===== src/hw/rtl/crcfr_pkg.sv =====
// Shared types, codes and CRC helper for the CRC-16 frame receiver.
package crcfr_pkg;

	localparam int unsigned QUEUE_DEPTH = 4;

	localparam logic [15:0] CRC_POLY     = 16'h8408;
	localparam logic [15:0] CRC_INIT     = 16'hFFFF;
	localparam logic [15:0] MAX_LEN_INIT = 16'hFFFF;

	localparam logic [1:0] ST_OK      = 2'd0;
	localparam logic [1:0] ST_CRC_ERR = 2'd1;
	localparam logic [1:0] ST_OVF     = 2'd2;

	localparam logic KIND_DATA   = 1'b0;
	localparam logic KIND_STATUS = 1'b1;

	typedef enum logic [2:0] {
		OP_CRC_INIT,
		OP_CRC_FEED,
		OP_DATA,
		OP_CRC_HI,
		OP_END_CHK,
		OP_END_OVF
	} op_t;

	typedef struct packed {
		op_t         op;
		logic [7:0]  data;
		logic [15:0] len;
	} entry_t;

	function automatic logic [15:0] crc_feed(input logic [15:0] crc, input logic [7:0] b);
		logic [15:0] c;
		c = crc ^ {8'h00, b};
		for (int i = 0; i < 8; i++) begin
			c = c[0] ? ((c >> 1) ^ CRC_POLY) : (c >> 1);
		end
		return c;
	endfunction

endpackage


===== src/hw/rtl/crc16_frame_receiver_top.sv =====
// Top level of the length-prefixed CRC-16 frame receiver.
//
// Input channel: in_valid / in_stall carry rx_byte, one received byte per request.
// A frame is a 2-byte big-endian length, the payload, then a 2-byte CRC (high
// byte first), reflected CRC-16 poly 0x8408, init 0xFFFF, over length and payload.
// Output channel: out_valid / out_stall carry one result per request: a payload
// byte (kind 0) or the end-of-frame status (kind 1: ok, CRC error, overflow).
// Frames longer than max_length are swallowed; only the overflow status comes out.
// Config: cfg_valid / cfg_ready write max_length; write only while idle.
// Throughput: one byte per cycle while the queue is not full (see Stall). A result
// passes through the request queue, into which the parser writes its request, and
// then the output register, which the CRC back end loads.
// Stall: out_stall holds the output register; the back end halts at the next result
// entry, the queue (QUEUE_DEPTH entries) fills and then in_stall rises.
// Reset: max_length returns to 65535, the parser waits for a length high byte,
// queue and output are empty. No clearing pass is needed.
module crc16_frame_receiver_top #(
	parameter int unsigned QUEUE_DEPTH = crcfr_pkg::QUEUE_DEPTH
) (
	input  logic        clk,
	input  logic        arst_n,
	input  logic        cfg_valid,
	output logic        cfg_ready,
	input  logic [15:0] max_length,
	input  logic        in_valid,
	output logic        in_stall,
	input  logic [7:0]  rx_byte,
	output logic        out_valid,
	input  logic        out_stall,
	output logic        kind,
	output logic [7:0]  data_byte,
	output logic [1:0]  status,
	output logic [15:0] frame_length
);
	import crcfr_pkg::*;

	logic   in_take;
	logic   push;
	entry_t push_entry;
	logic   full;
	logic   pop;
	entry_t head;
	logic   empty;

	assign cfg_ready = 1'b1;
	assign in_stall  = full;
	assign in_take   = in_valid && !full;

	crcfr_front u_front (
		.clk        (clk),
		.arst_n     (arst_n),
		.cfg_valid  (cfg_valid),
		.cfg_data   (max_length),
		.in_take    (in_take),
		.rx_byte    (rx_byte),
		.push       (push),
		.push_entry (push_entry)
	);

	crcfr_queue #(
		.DEPTH (QUEUE_DEPTH)
	) u_queue (
		.clk        (clk),
		.arst_n     (arst_n),
		.push       (push),
		.push_entry (push_entry),
		.full       (full),
		.pop        (pop),
		.head       (head),
		.empty      (empty)
	);

	crcfr_back u_back (
		.clk          (clk),
		.arst_n       (arst_n),
		.head         (head),
		.empty        (empty),
		.pop          (pop),
		.out_valid    (out_valid),
		.out_stall    (out_stall),
		.kind         (kind),
		.data_byte    (data_byte),
		.status       (status),
		.frame_length (frame_length)
	);

	a_status_kind_zero_data: assert property (@(posedge clk) disable iff (!arst_n)
		out_valid && (kind == KIND_STATUS) |-> data_byte == 8'h00)
		else $error("status result carries nonzero data");

	a_data_kind_ok_status: assert property (@(posedge clk) disable iff (!arst_n)
		out_valid && (kind == KIND_DATA) |-> status == ST_OK)
		else $error("data result carries nonzero status");

	a_status_code_legal: assert property (@(posedge clk) disable iff (!arst_n)
		out_valid |-> (status == ST_OK || status == ST_CRC_ERR || status == ST_OVF))
		else $error("illegal status code");

	a_no_pop_when_empty: assert property (@(posedge clk) disable iff (!arst_n)
		pop |-> !empty)
		else $error("back end popped an empty queue");

endmodule


===== src/hw/rtl/crcfr_front.sv =====
// Front end: frame parser; each byte but overflow payload becomes a back-end request.
module crcfr_front (
	input  logic                  clk,
	input  logic                  arst_n,
	input  logic                  cfg_valid,
	input  logic [15:0]           cfg_data,
	input  logic                  in_take,
	input  logic [7:0]            rx_byte,
	output logic                  push,
	output crcfr_pkg::entry_t     push_entry
);
	import crcfr_pkg::*;

	typedef enum logic [2:0] {
		PH_LEN_HI  = 3'd0,
		PH_LEN_LO  = 3'd1,
		PH_PAYLOAD = 3'd2,
		PH_CRC_HI  = 3'd3,
		PH_CRC_LO  = 3'd4
	} phase_t;

	phase_t      phase_q;
	logic [15:0] len_q;
	logic [15:0] left_q;
	logic        ovf_q;
	logic [15:0] max_len_q;

	logic [15:0] len_lo;
	logic [15:0] left_dec;

	assign len_lo   = {len_q[15:8], rx_byte};
	assign left_dec = left_q - 16'd1;

	always_comb begin
		push_entry.data = rx_byte;
		push_entry.len  = len_q;
		push_entry.op   = OP_CRC_INIT;
		push            = in_take;
		unique case (phase_q)
			PH_LEN_LO: begin
				push_entry.op  = OP_CRC_FEED;
				push_entry.len = len_lo;
			end
			PH_PAYLOAD: begin
				push_entry.op = OP_DATA;
				push          = in_take && !ovf_q;
			end
			PH_CRC_HI: begin
				push_entry.op = OP_CRC_HI;
			end
			PH_CRC_LO: begin
				push_entry.op = ovf_q ? OP_END_OVF : OP_END_CHK;
			end
			default: begin
				push_entry.op  = OP_CRC_INIT;
				push_entry.len = {rx_byte, 8'h00};
			end
		endcase
	end

	always_ff @(posedge clk or negedge arst_n) begin
		if (!arst_n) begin
			phase_q   <= PH_LEN_HI;
			len_q     <= '0;
			left_q    <= '0;
			ovf_q     <= 1'b0;
			max_len_q <= MAX_LEN_INIT;
		end else begin
			if (cfg_valid) begin
				max_len_q <= cfg_data;
			end
			if (in_take) begin
				unique case (phase_q)
					PH_LEN_LO: begin
						len_q   <= len_lo;
						left_q  <= len_lo;
						ovf_q   <= (len_lo > max_len_q);
						phase_q <= (len_lo != 16'd0) ? PH_PAYLOAD : PH_CRC_HI;
					end
					PH_PAYLOAD: begin
						left_q <= left_dec;
						if (left_dec == 16'd0) begin
							phase_q <= PH_CRC_HI;
						end
					end
					PH_CRC_HI: begin
						phase_q <= PH_CRC_LO;
					end
					PH_CRC_LO: begin
						phase_q <= PH_LEN_HI;
						left_q  <= '0;
						ovf_q   <= 1'b0;
					end
					default: begin
						len_q   <= {rx_byte, 8'h00};
						left_q  <= '0;
						ovf_q   <= 1'b0;
						phase_q <= PH_LEN_LO;
					end
				endcase
			end
		end
	end

endmodule


===== src/hw/rtl/crcfr_queue.sv =====
// Small register FIFO between parser and CRC back end.
module crcfr_queue #(
	parameter int unsigned DEPTH = crcfr_pkg::QUEUE_DEPTH
) (
	input  logic              clk,
	input  logic              arst_n,
	input  logic              push,
	input  crcfr_pkg::entry_t push_entry,
	output logic              full,
	input  logic              pop,
	output crcfr_pkg::entry_t head,
	output logic              empty
);
	import crcfr_pkg::*;

	localparam int unsigned PTR_W = (DEPTH > 1) ? $clog2(DEPTH) : 1;
	localparam int unsigned CNT_W = $clog2(DEPTH + 1);

	entry_t             slots_q [DEPTH];
	logic [PTR_W-1:0]   wr_ptr_q;
	logic [PTR_W-1:0]   rd_ptr_q;
	logic [CNT_W-1:0]   count_q;

	assign full  = (count_q == CNT_W'(DEPTH));
	assign empty = (count_q == '0);
	assign head  = slots_q[rd_ptr_q];

	function automatic logic [PTR_W-1:0] ptr_inc(input logic [PTR_W-1:0] p);
		return (p == PTR_W'(DEPTH - 1)) ? '0 : p + PTR_W'(1);
	endfunction

	always_ff @(posedge clk) begin
		if (push) begin
			slots_q[wr_ptr_q] <= push_entry;
		end
	end

	always_ff @(posedge clk or negedge arst_n) begin
		if (!arst_n) begin
			wr_ptr_q <= '0;
			rd_ptr_q <= '0;
			count_q  <= '0;
		end else begin
			if (push) begin
				wr_ptr_q <= ptr_inc(wr_ptr_q);
			end
			if (pop) begin
				rd_ptr_q <= ptr_inc(rd_ptr_q);
			end
			if (push && !pop) begin
				count_q <= count_q + CNT_W'(1);
			end else if (pop && !push) begin
				count_q <= count_q - CNT_W'(1);
			end
		end
	end

endmodule


===== src/hw/rtl/crcfr_back.sv =====
// Back end: running CRC, check and output register for data and status results.
module crcfr_back (
	input  logic              clk,
	input  logic              arst_n,
	input  crcfr_pkg::entry_t head,
	input  logic              empty,
	output logic              pop,
	output logic              out_valid,
	input  logic              out_stall,
	output logic              kind,
	output logic [7:0]        data_byte,
	output logic [1:0]        status,
	output logic [15:0]       frame_length
);
	import crcfr_pkg::*;

	logic [15:0] crc_q;
	logic [7:0]  crc_hi_q;
	logic        out_valid_q;
	logic        kind_q;
	logic [7:0]  data_q;
	logic [1:0]  status_q;
	logic [15:0] len_q;

	logic        emits;
	logic        out_free;
	logic [15:0] crc_next;

	assign crc_next = crc_feed(crc_q, head.data);
	assign emits    = (head.op == OP_DATA) || (head.op == OP_END_CHK) ||
	                  (head.op == OP_END_OVF);
	assign out_free = !out_valid_q || !out_stall;
	assign pop      = !empty && (!emits || out_free);

	always_ff @(posedge clk or negedge arst_n) begin
		if (!arst_n) begin
			crc_q       <= CRC_INIT;
			crc_hi_q    <= '0;
			out_valid_q <= 1'b0;
		end else begin
			if (out_free) begin
				out_valid_q <= pop && emits;
			end
			if (pop) begin
				unique case (head.op)
					OP_CRC_INIT: crc_q    <= crc_feed(CRC_INIT, head.data);
					OP_CRC_FEED: crc_q    <= crc_next;
					OP_DATA:     crc_q    <= crc_next;
					OP_CRC_HI:   crc_hi_q <= head.data;
					OP_END_CHK: begin
						crc_q    <= CRC_INIT;
						crc_hi_q <= '0;
					end
					OP_END_OVF: begin
						crc_q    <= CRC_INIT;
						crc_hi_q <= '0;
					end
					default: crc_q <= crc_q;
				endcase
			end
		end
	end

	always_ff @(posedge clk) begin
		if (pop && emits) begin
			len_q <= head.len;
			if (head.op == OP_DATA) begin
				kind_q   <= KIND_DATA;
				data_q   <= head.data;
				status_q <= ST_OK;
			end else begin
				kind_q <= KIND_STATUS;
				data_q <= '0;
				if (head.op == OP_END_OVF) begin
					status_q <= ST_OVF;
				end else if ({crc_hi_q, head.data} != crc_q) begin
					status_q <= ST_CRC_ERR;
				end else begin
					status_q <= ST_OK;
				end
			end
		end
	end

	assign out_valid    = out_valid_q;
	assign kind         = kind_q;
	assign data_byte    = data_q;
	assign status       = status_q;
	assign frame_length = len_q;

endmodule

===== config.mk =====
export PLATFORM = sky130hd
export DESIGN_NAME = crc16_frame_receiver_top
export DESIGN_NICKNAME = d
export VERILOG_FILES = /design/src/hw/rtl/crcfr_pkg.sv /design/src/hw/rtl/crc16_frame_receiver_top.sv /design/src/hw/rtl/crcfr_front.sv /design/src/hw/rtl/crcfr_queue.sv /design/src/hw/rtl/crcfr_back.sv
export SDC_FILE = /design/constraint.sdc
export NUM_CORES = 1
export LEC_CHECK = 0
export BUFFER_PORTS_ARGS = -buffer_cell sky130_fd_sc_hd__buf_2
export CELL_PAD_IN_SITES_DETAIL_PLACEMENT = 1
export CELL_PAD_IN_SITES_GLOBAL_PLACEMENT = 1
export CORE_ASPECT_RATIO = 1.25
export CORE_MARGIN = 1
export CORE_UTILIZATION = 46
export DETAILED_ROUTE_END_ITERATION = 10
export HOLD_SLACK_MARGIN = 0.02
export PLACE_DENSITY_LB_ADDON = 0.1
export SETUP_SLACK_MARGIN = 0.02
export SLEW_MARGIN = 10
export SYNTH_ARGS = -nofsm -noshare
export SYNTH_HDL_FRONTEND = slang
export SYNTH_SLANG_ARGS = --single-unit
export TNS_END_PERCENT = 5

===== constraint.sdc =====
create_clock -name clk -period 3.25 [get_ports clk]
set_input_delay 0.8125 -clock clk [delete_from_list [all_inputs] [get_ports clk]]
set_output_delay 0.8125 -clock clk [all_outputs]
set_load 0.05 [all_outputs]

; ---- Word level (Yosys, flattened, before mapping)
; Memories as Yosys holds them, arrays and structs flattened.
; Index checks and enable logic that the tools add are counted.
[totals]
reg_bits = 111
mem_bits_rw = 108
inputBits = 29
output_inout_bits = 30
wordCells = 128
n_memories = 1
[memory_table]
columns = name, depth, word_bits, rd, rd_clocked_by_memory_dff, wr, line
row1 = u_queue.slots_q, 4, 27, 1, 0, 1, crcfr_queue.sv:19  ; entry_t slots_q [DEPTH];
[classes]
n_addsub = 5
magnitude_cmp = 1
eq_ne = 14
mux = 36
n_bitwise = 20
n_reduce_logical = 35
[ops]
columns = cell, count
row1 = two-way mux 16 bit, 16
row2 = case mux 16 bit (3 select lines), 2
row3 = NOT 2 -> 3 bit, 16
row4 = case mux 16 bit (2 select lines), 1
row5 = case mux 3 bit (4 select lines), 2
row6 = > comparator 16 bit, 1
row7 = logical NOT 16 bit, 1
row8 = inequality test 16 bit, 1
row9 = NOT 8 -> 16 bit, 1
row10 = case mux 8 bit (2 select lines), 1
row11 = nonzero test 16 bit, 1
row12 = subtractor 16 x 1 -> 16 bit (second input constant), 1
row13 = XOR 16 x 8 -> 16 bit, 1
row14 = == test 3 x 2 -> 1 bit (second input constant), 4
row15 = == test 3 bit (second input constant), 4
row16 = AND reduction 2 bit, 5
row17 = two-way mux 3 bit, 3
row18 = logical NOT 1 bit, 8
row19 = OR reduction 2 bit, 4
row20 = two-way mux 1 bit, 7
row21 = == test 3 x 1 -> 1 bit (second input constant), 2
row22 = logical AND 1 bit, 6
row23 = logical NOT 3 bit, 2
row24 = two-way mux 2 bit, 3
row25 = other kinds (11), 18

; ---- Depth between registers and ports, before layout
; Gate-level depths: netlist of run 1.
; An unclocked memory read counts as a cell.
[logic_depth]
ltp_word = 19
depth_mapped = 13
ltp_nobuf = 11

; ---- By module
; From an unflattened synthesis of run 1, not the netlist that was laid out.
[hier_totals]
cells_unflattened = 788
hier_area_um2 = 10405.0
[by_module_without_submodules]
columns = module, n_inst, cells_each, area_per_inst_um2, seq_area_each_um2
row1 = crcfr_queue, 1, 178, 4320.4, 3418.3
row2 = crcfr_front, 1, 362, 3283.1, 1321.3
row3 = crcfr_back, 1, 245, 2776.4, 1456.4
row4 = crc16_frame_receiver_top, 1, 3, 25.0, 0.0

; ---- Worst setup path before layout of run 1
; OpenSTA, ideal clock, no wires.
[synth_path]
kind = register -> register
from = reg u_queue.count_q[0]
to = reg u_queue.count_q[1]
setup_time_ps = 125
arrival_time_ps = 3267
required_time_ps = 3125
slack_ps = -141
stages_incl_launch_ff = 9
path_buffers = 1
period_less_slack_ps = 3391
cell_sequence = dfrtp_1 nor3b_1 nand2b_1 clkbuf_1 a21oi_1 ha_1 inv_1 fa_1 mux2_2
[synth_via]
elab_chain_cells = 8
word_cells_on_any_way = 17
cone_classes = add/sub: 2 / eq/ne: 1 / mux: 3 / reduce/logical: 11
[synth_rtl]
columns = element, line
row1 = from (decl), crcfr_queue.sv:22  ; logic [CNT_W-1:0] count_q;
row2 = from (signal assigned), crcfr_queue.sv:51  ; count_q <= count_q + CNT_W'(1);
row3 = from (signal assigned), crcfr_queue.sv:53  ; count_q <= count_q - CNT_W'(1);
row4 = == test 3 bit *, crcfr_queue.sv:24  ; assign full = (count_q == CNT_W'(DEPTH));
row5 = via in_stall, crc16_frame_receiver_top.sv:26  ; output logic in_stall,
row6 = logical NOT 1 bit *, crc16_frame_receiver_top.sv:47  ; assign in_take = in_valid && !full;
row7 = logical AND 1 bit *, crc16_frame_receiver_top.sv:47
row8 = logical AND 1 bit, crcfr_front.sv:46  ; push = in_take && !ovf_q;
row9 = two-way mux 1 bit *, crcfr_front.sv:39  ; unique case (phase_q)
row10 = via push, crc16_frame_receiver_top.sv:38  ; logic push;
row11 = logical NOT 1 bit, crcfr_queue.sv:52  ; end else if (pop && !push) begin
row12 = logical AND 1 bit, crcfr_queue.sv:52
row13 = nonzero test 2 bit (no line), n/a
; The timed path passes the listed nets; every way through them passes the cells marked *. The select of a mux whose other input is x is not followed.
; A chain may end at the register's enable or synchronous reset.

; ---- Worst setup path in the final report of run 1
[layout_path]
from = reg u_queue.rd_ptr_q[0]
to = reg u_queue.count_q[2]
[layout_via]
elab_chain_cells = 10
word_cells_on_any_way = 14
cone_classes = eq/ne: 3 / mux: 1 / reduce/logical: 9 / memory: 1
[layout_rtl]
columns = element, line
row1 = from (decl), crcfr_queue.sv:21  ; logic [PTR_W-1:0] rd_ptr_q;
row2 = from (signal assigned), crcfr_queue.sv:48  ; rd_ptr_q <= ptr_inc(rd_ptr_q);
row3 = memory (4 x 27 bit) *, n/a
row4 = == test 3 x 2 -> 1 bit or == test 3 bit (tied branches), crcfr_back.sv:30  ; assign emits = (head.op == OP_DATA) || (head.op == OP_END_CHK) ||
row5 = logical OR 1 bit, crcfr_back.sv:30
row6 = logical OR 1 bit *, crcfr_back.sv:30
row7 = logical NOT 1 bit *, crcfr_back.sv:33  ; assign pop = !empty && (!emits || out_free);
row8 = logical OR 1 bit *, crcfr_back.sv:33
row9 = logical AND 1 bit *, crcfr_back.sv:33
row10 = logical NOT 1 bit, crcfr_queue.sv:50  ; if (push && !pop) begin
row11 = logical AND 1 bit, crcfr_queue.sv:50
row12 = two-way mux 3 bit or nonzero test 2 bit (tied branches), n/a
; Mark *: on every way between the ends. The rest lies on a longest branch, timed or not.

==> impl_metrics.ini, run 1 <==
[worst_setup_path]
critPathSlowestCell = mux4_2
setup.worst_path.class = reg -> reg
crit_buf_inv = 2
required_ps = 3700
cp_top_family = simple AND/OR/NAND/NOR gates
endpoint_kind = register
rrSetupSlack_ps = 250
crit_arrival_ps = 3450
path_max_fanout = 8
ff2ff_path_depth = 11
critPathLaunchType = register
crit_cells = 11
crit_chain = mux4_2, or3b_1, a21oi_2, nor2_2, inv_1, ha_1, inv_1, fa_1, xor2_1, nor2_1, xor2_1
max_stage_delay_ps = 600
rr_startpoint = u_queue.rd_ptr_q[0]
r2r_end = u_queue.count_q[2]

[global_route]
grt_antenna_before_repair = 0
use_met2_pct = 42.2
grt_max_degree = 46
grt_pass1_wl_um = 40400
met3_usage_pct = 3.32
busiest_layer = met2
first_global_vias = 7265
grt.total_usage_pct = 23.1
gr-usage-met1_pct = 27.7
gr-total-overflow = 0

[synth]
yosysTopAreaCell = edfxtp_1
synth_ff_type = edfxtp_1
synth_top_area_share_pct = 39.4
yosys_warnings = 0
syn_avg_cell_area_um2 = 13.0
synth_edf_count = 135
synth_area_leaders = edfxtp_1 (39%), dfrtp_1 (13%), dfstp_2 (8.2%), mux4_2 (6.1%), o21ai_0 (3.6%)
synthArstFlopShare_pct = 38.4
synth_nets = 842
ys_seq_area_share_pct = 60.3
ys_ff_latch = 219
syn-cell-area_mm2 = 0.0103
syn-instance-count = 788
ys_types = 65

[place]
portBuffers = 57
place_area_mm2 = 0.0110
dp_hpwl_um = 17500
place_congestion = 0.849

[clocking]
clk_pin_slew_worst_paths_ps = 60
cts-resized-gates = 0
ctsLongestPathBuffers = 3
cts.hold.buffers_added = 0
clkSinkCount = 219
insertion_delay_ps = 530
cts_root_buf = clkbuf_16
numCtsBuffers = 24
cts_setup_buffers = 0
cts_tree = done
cts.htree.levels = 1

[die]
start_util_pct = 47.4
ios = 59
fp.dieH_um = 169
placementRows = 60
coreArea_mm2 = 0.0217
die_area_mm2 = 0.0230
die_w_um = 136

[worst_hold_path]
hold_class = in -> async

[timing]
final.period_utilization_pct = 92.2
drv_slew = 0
worst_pin_slew_ps = 939
fin_setup_tns_ps = 0
setup_viol = 0
max_clock_freq_mhz = 334
grt_setup_unrepaired = false
max_slew_margin_pct = 37.3
min_period_ps = 3000
finalHoldViolCount = 0
fin_hold_ws_ps = 287
clock_skew_ps = 21.2

[drt]
wl_per_cell_um = 21.7
finalWirelength_um = 25200
vias = 6677
drt_pass1_iterations = 4
drc = 0
vias_per_cell = 5.76
ant_nets = 0
drt_iter0_markers = 335

[cells_and_area]
nFillCells = 2236
layout-drive-gt1-share_pct = 26.5
fin_nets = 917
syn2layout_area_growth_pct = 14.1
final_area_mm2 = 0.0117
diodes = 0
fin_util_pct = 54.1

[flow_run]
maxCapViolations = 0

[run_status]
outcome = complete, no violations
==> cell type report <==
| class | instances | area (um^2) | share of cell area, % |
|---|---|---|---|
| flip-flops and latches | 219 | 6200 | 52.8 |
| multi-input cells | 499 | 3810 | 32.5 |
| clock buffers | 24 | 601 | 5.12 |
| repair buffers | 85 | 510 | 4.35 |
| well taps | 279 | 349 | 2.98 |
| clock inverters | 19 | 139 | 1.18 |
| inverters | 34 | 128 | 1.09 |
==> synthesized netlist by cell type (all sizes together) (2+ instances only) <==
master	number
edfxtp	135
o21ai	75
nand2	72
dfrtp	52
nor2	45
mux2	35
inv	34
dfstp	32
mux4	28
a21oi	27
xnor2	27
ha	24
clkbuf	23
xor2	23
nor3	18
a22oi	16
buf	13
nor4	11
and2	7
mux2i	7
nor2b	7
o22ai	7
o31ai	6
a21o	5
nand2b	5
nand3	5
a31oi	4
a32oi	4
and3	3
nand4	3
o32a	3
or2	3
a211oi	2
nand4b	2
nor3b	2
o21bai	2
or3	2
or4	2
==> how the worst max path moves through the flow <==
stage | startpoint | endpoint | slack (ps)
5_1_grt | u_queue.rd_ptr_q[0] | u_queue.count_q[2] | 60
3_5_place_dp | u_queue.rd_ptr_q[0] | u_queue.count_q[2] | 280
3_3_place_gp | in_valid | u_queue.count_q[2] | 370
6_report | u_queue.rd_ptr_q[0] | u_queue.count_q[2] | 250
4_1_cts | u_queue.rd_ptr_q[0] | u_queue.count_q[2] | 240
2_1_floorplan | u_queue.rd_ptr_q[0] | u_back.data_byte[0] | -30
==> layout by cell type, fill, tap and decap left out, types with 16 or more instances in the layout <==
master	count
a22oi_1	16
o21ai_0	74
ha_1	24
nand2_1	71
dfstp_2	32
xnor2_1	23
buf_2	56
xor2_1	23
buf_4	28
clkbuf_16	24
a21oi_1	26
mux4_2	28
dfrtp_1	51
nor2_1	43
mux2_2	30
nor3_1	18
edfxtp_1	135
inv_1	33
==> stage by stage <==
stage          setup WS, ps  std cells
2_1_floorplan         -27.1        788
3_3_place_gp            369       1116
3_5_place_dp            277       1116
4_1_cts                 245       1159
5_1_grt                59.8       1159
6_report                255       1159
==> metal layers <==
layer	wire [um]	vias to the layer above
li1	-	3065
met1	10100	3405
met2	13400	156
met3	1020	51
met4	665	0
met5	0	-
==> cell families (layout without fill, tap and decap cells) <==
| logic type | Yosys count | count (layout) | synth area share [%] |
|---|---|---|---|
| AOI/OAI and AO/OA | 161 | 161 | 9.55 |
| xor gates and xnor gates | 50 | 50 | 4.55 |
| adders and majority gates | 25 | 25 | 3.12 |
| buffers and inverters | 70 | 162 | 2.76 |
| DFF | 219 | 219 | 60.3 |
| muxes | 70 | 70 | 10.8 |
| other | 1 | 1 | 0.0365 |
| and+or+nand+nor | 192 | 192 | 8.88 |
==> registers in the layout, indices dropped and copies added, names as in the netlist <==
register and cells:
u_front.len_q 16, u_queue.slots_q 108, u_back.crc_q 16, u_back.status 2
u_back.crc_hi_q 8, u_back.kind 1, u_queue.count_q 3, u_queue.wr_ptr_q 2
u_front.left_q 16, u_front.phase_q 3, u_front.ovf_q 1, u_queue.rd_ptr_q 2
u_back.data_byte 8, u_back.frame_length 16, u_front.max_len_q 16, u_back.out_valid 1
Power of run 1 is left out: the tool's default activity adds up to more than one toggle a clock period on the data nets, which glitch-free logic cannot reach.
==> run 2: changes to the inputs <==
--- a/config.mk
+++ b/config.mk
@@ -18,5 +18,6 @@
 export SLEW_MARGIN = 10
 export SYNTH_ARGS = -nofsm -noshare
 export SYNTH_HDL_FRONTEND = slang
+export SYNTH_HIERARCHICAL = 1
 export SYNTH_SLANG_ARGS = --single-unit
 export TNS_END_PERCENT = 5
==> run 2 against run 1 <==
Clock skew shrank 11 ps. Utilization is 1.0 points lower. Global-route usage is 0.20 points lower. Register-to-register slack better by 110 ps. Area after synthesis up 1.2%. Critical endpoint is now u_queue/count_q[1]. Worst hold slack better by 160 ps.
==> impl_metrics.ini, run 2 <==
[clocking]
cts.htree.levels = 1
insertion_delay_ps = 520
clk_pin_slew_worst_paths_ps = 60
cts_tree = done
cts_setup_buffers = 0
cts_root_buf = clkbuf_16
clkSinkCount = 219
ctsLongestPathBuffers = 3
numCtsBuffers = 24
cts-resized-gates = 0
cts.hold.buffers_added = 0

[cells_and_area]
largest_reg_flops = 108
layout-drive-gt1-share_pct = 25.8
mostFrequentLayoutCells = edfxtp_1 (135), o21ai_0 (70), nand2_1 (63), buf_2 (56), dfrtp_1 (51)
syn2layout_area_growth_pct = 13.3
fin_util_pct = 53.1
fin_nets = 896
layout_commonest_cell = edfxtp_1
top_register = u_queue/slots_q
diodes = 0

[synth]
synth_edf_count = 135
yosys_warnings = 6
synth_top_area_share_pct = 39.0
ys_seq_area_share_pct = 59.5
syn-instance-count = 788
synth_commonest_cells = edfxtp_1 (135), o21ai_0 (70), nand2_1 (63)
ys_types = 71
synth_nets = 842
synth_area_leaders = edfxtp_1 (39%), dfrtp_1 (13%), dfstp_2 (8.1%), mux4_2 (5.6%), o21ai_0 (3.4%)
syn-cell-area_mm2 = 0.0104
syn_avg_cell_area_um2 = 13.2
ys_ff_latch = 219
synth_ff_type = edfxtp_1
synthArstFlopShare_pct = 38.4
synth.most_common_cell = edfxtp_1
yosysTopAreaCell = edfxtp_1

[global_route]
grt.total_usage_pct = 22.9
grt_pass1_wl_um = 40000
grt_antenna_before_repair = 0
gr-total-overflow = 0
first_global_vias = 7022
grt_max_degree = 70

[drt]
finalWirelength_um = 25500
drt_pass1_iterations = 4
drc = 0
vias = 6612
vias_per_cell = 5.79
drt_iter0_markers = 309
ant_nets = 0
wl_per_cell_um = 22.4

[worst_setup_path]
setup.worst_path.class = reg -> reg
critPathLaunchType = register
crit_arrival_ps = 3280
path_max_fanout = 11
endpoint_kind = register
required_ps = 3640

[worst_hold_path]
hold_class = in -> async

[die]
die_w_um = 137
fp.dieH_um = 170
coreArea_mm2 = 0.0222
start_util_pct = 46.8
die_area_mm2 = 0.0232
ios = 59
placementRows = 61

[timing]
worst_pin_slew_ps = 972
grt_setup_unrepaired = false
drv_slew = 0
min_period_ps = 2880
setup_viol = 0
finalHoldViolCount = 0
max_slew_margin_pct = 35.2
max_clock_freq_mhz = 347
final.period_utilization_pct = 88.8
clock_skew_ps = 9.93

[place]
portBuffers = 57
place_congestion = 0.850
dp_hpwl_um = 17100

[flow_run]
maxCapViolations = 0

[run_status]
outcome = complete, no violations
-- run 2: cell types whose count changed in the layout (fill, tap and decap cells not counted), sizes merged, moves of 7 or more --
cell,before,now
clkinv,13,6
mux2,35,26
mux2i,7,0
nand2,72,63
nand3,5,13
nor2,45,34
nor3,18,10
xnor2,27,42
xor2,23,13
-- run 2: metal layers --
metal | wire length, um | GRT usage, % | share of wire [%] | up-vias
met4 | 773 | 8.79 | 3.0 | 0
met1 | 10300 | 27.7 | 40 | 3415
li1 | - | - | - | 3015
met3 | 974 | 3.10 | 3.8 | 47
met5 | 0 | 0 | 0 | -
met2 | 13400 | 40.9 | 53 | 135
-- run 2: cell families (layout without fill, tap and decap cells) --
family / Yosys count / in the layout / synth area share (%)
AO/OA/AOI/OAI: 169 / 169 / 10.4
XOR/XNOR: 55 / 55 / 5.10
adder cells (fa/ha/maj): 25 / 25 / 3.08
buffers and inverters: 84 / 155 / 4.32
flip-flops: 219 / 219 / 59.5
multiplexers: 53 / 53 / 8.69
other: 1 / 1 / 0.0360
AND/OR/NAND/NOR: 182 / 182 / 8.86
-- run 2: worst paths after layout --
check                      slack [ps]                    end           startpoint  depth (start not counted)
max in group asynchronous        1920  u_front/max_len_q[14]               arst_n                          2
setup / recovery                  370     u_queue/count_q[1]  u_queue/rd_ptr_q[0]                          9
min in group clk                  490     u_queue/count_q[2]   u_queue/count_q[2]                          1
setup reg to reg                  370     u_queue/count_q[1]  u_queue/rd_ptr_q[0]                          9
hold / removal                    450    u_queue/wr_ptr_q[0]               arst_n                          1
hold reg to reg                   490     u_queue/count_q[2]   u_queue/count_q[2]                          1
-- run 2: area by class of cell --
type | count | area, um^2
Clock inverter | 13 | 219
Sequential cell | 219 | 6200
Tap cell | 283 | 354
Timing Repair Buffer | 83 | 483
Multi-Input combinational cell | 485 | 3770
Clock buffer | 30 | 654
Inverter | 29 | 109
Fill cell | 2210 | 10400
-- run 2: per-stage QoR --
stage | cell area (um^2) | worst slack [ps] | TNS, ps | std cells | hold slack (ps)
6_report | 11800 | 365 | 0 | 1142 | 449
5_1_grt | 11800 | 179 | 0 | 1142 | 508
4_1_cts | 11800 | 341 | 0 | 1142 | 473
3_5_place_dp | 10900 | 319 | 0 | 1099 | 478
3_3_place_gp | 10900 | 441 | 0 | 1099 | 474
2_1_floorplan | 10400 | -79.7 | -79.7 | 788 | 456
-- run 2: worst max-delay path, cell delays in order, from the launching register on --
cell and delay [ps]:
dfrtp_2 550, mux4_2 690, nand2b_1 150, nand2_1 80, a21oi_1 250, inv_1 80
ha_1 210, inv_1 80, fa_1 410, mux2_2 270
Power of run 2 is left out for the same reason.
==> run 3: changes to the inputs <==
--- a/config.mk
+++ b/config.mk
@@ -9,13 +9,13 @@
 export CELL_PAD_IN_SITES_DETAIL_PLACEMENT = 1
 export CELL_PAD_IN_SITES_GLOBAL_PLACEMENT = 1
 export CORE_ASPECT_RATIO = 1.25
-export CORE_MARGIN = 1
+export CORE_MARGIN = 1.5
 export CORE_UTILIZATION = 46
 export DETAILED_ROUTE_END_ITERATION = 10
 export HOLD_SLACK_MARGIN = 0.02
-export PLACE_DENSITY_LB_ADDON = 0.1
+export PLACE_DENSITY = 0.87
 export SETUP_SLACK_MARGIN = 0.02
-export SLEW_MARGIN = 10
+export SLEW_MARGIN = 20
 export SYNTH_ARGS = -nofsm -noshare
 export SYNTH_HDL_FRONTEND = slang
 export SYNTH_HIERARCHICAL = 1
==> run 3 against run 2 <==
Via count grew 5.3%. Sequential share of layout area is 0.89 points higher. Maximum frequency is 5.2% lower. Global-route usage increased by 1.5 points. Utilization shrank 0.88 points. First-iteration DRC count rose by 63%. Cell count down 0.35%. Setup slack got worse by 160 ps. Clock-buffer cell count up 5. Largest cell class unchanged.
==> impl_metrics.ini, run 3 (same netlist as run 2, synthesis figures left out) <==
[place]
place_congestion = 0.860
portBuffers = 57
dp_hpwl_um = 18400
pre_cts_ws_ps = 300

[cells_and_area]
layout-drive-gt1-share_pct = 24.7
fin_nets = 892
largest_reg_flops = 108
diodes = 0
layout_commonest_cell = edfxtp_1
top_register = u_queue/slots_q
multi_input_area_mm2 = 0.00377
mostFrequentLayoutCells = edfxtp_1 (135), o21ai_0 (70), nand2_1 (63), buf_2 (56), dfrtp_1 (51)
nFillCells = 2234
syn2layout_area_growth_pct = 11.4
regArea_mm2 = 0.00620

[clocking]
cts_root_buf = clkbuf_16
insertion_delay_ps = 530
cts.htree.levels = 1
clkSinkCount = 219
numCtsBuffers = 23
cts_setup_buffers = 0
clk_pin_slew_worst_paths_ps = 60
cts_tree = done
ctsLongestPathBuffers = 3
cts.hold.buffers_added = 0
cts-resized-gates = 0

[worst_setup_path]
rr_startpoint = u_queue/rd_ptr_q[0]
crit_buf_inv = 2
max_stage_delay_ps = 670
crit_chain = mux4_2, nor2_4, nand2_1, nand2_1, a21oi_1, inv_1, ha_1, inv_1, fa_1, xor2_1, nor2_1, xor2_1
cp_top_family = multiplexers
path_max_fanout = 10
endpoint_kind = register
crit_arrival_ps = 3470
required_ps = 3680
crit_cells = 12
critPathLaunchType = register
critPathSlowestCell = mux4_2
startpoint = u_queue/rd_ptr_q[0]
setup.worst_path.class = reg -> reg
ff2ff_path_depth = 12

[timing]
drv_slew = 0
max_clock_freq_mhz = 329
grt_setup_unrepaired = false
finalHoldViolCount = 0
fin_hold_ws_ps = 340
final.period_utilization_pct = 93.6
fin_ws_ps = 207
setup_viol = 0
min_period_ps = 3040
clock_skew_ps = 23.6
worst_pin_slew_ps = 881
max_slew_margin_pct = 40.6

[global_route]
first_global_vias = 7594
gr-total-overflow = 0
grt_max_degree = 49
grt_pass1_wl_um = 43100
grt_antenna_before_repair = 0
grt.total_usage_pct = 24.4

[die]
ios = 59
die_w_um = 138
fp.dieH_um = 171
coreArea_mm2 = 0.0222
die_area_mm2 = 0.0235
placementRows = 61
start_util_pct = 46.8

[drt]
vias = 6965
wl_per_cell_um = 24.8
vias_per_cell = 6.12
finalWirelength_um = 28300
drt_pass1_iterations = 5
drc = 0
ant_nets = 0
drt_iter0_markers = 504

[flow_run]
maxCapViolations = 0

[run_status]
outcome = complete, no violations

[worst_hold_path]
hold_class = in -> async
## run 3: cell type report
class | count | area share (%)
inverters | 29 | 0.939
well taps | 283 | 3.05
clock buffers | 35 | 5.35
multi-input cells | 485 | 32.5
flip-flops and latches | 219 | 53.5
clock inverters | 7 | 0.680
repair buffers | 80 | 3.97
## run 3: worst paths after layout
kind / end / slack (ps)
worst max-delay path: u_queue/count_q[2] / 210
worst min-delay path: u_back/crc_hi_q[3] / 340
worst max register to register: u_queue/count_q[2] / 210
min in group clk: u_front/max_len_q[13] / 500
max in group asynchronous: u_front/max_len_q[1] / 2160
worst min register to register: u_front/max_len_q[7] / 500
## run 3: metal layers
layer	GRT usage, %	vias up	routed length [um]
li1	-	3005	-
met1	27.6	3597	10600
met2	44.6	271	15100
met3	2.99	92	1270
met4	12.6	0	1310
met5	0	-	0
## run 3: metrics by stage
stage / std cells / util, % / instance area, um^2 / setup TNS [ps]
after global placement: 1096 / 49.0 / 10900 / 0
final: 1138 / 52.2 / 11600 / 0
after global routing: 1138 / 52.2 / 11600 / 0
after CTS: 1138 / 52.2 / 11600 / 0
after detailed placement: 1096 / 49.0 / 10900 / 0
after floorplan: 788 / - / 10400 / -79.7
Power of run 3 is left out for the same reason.
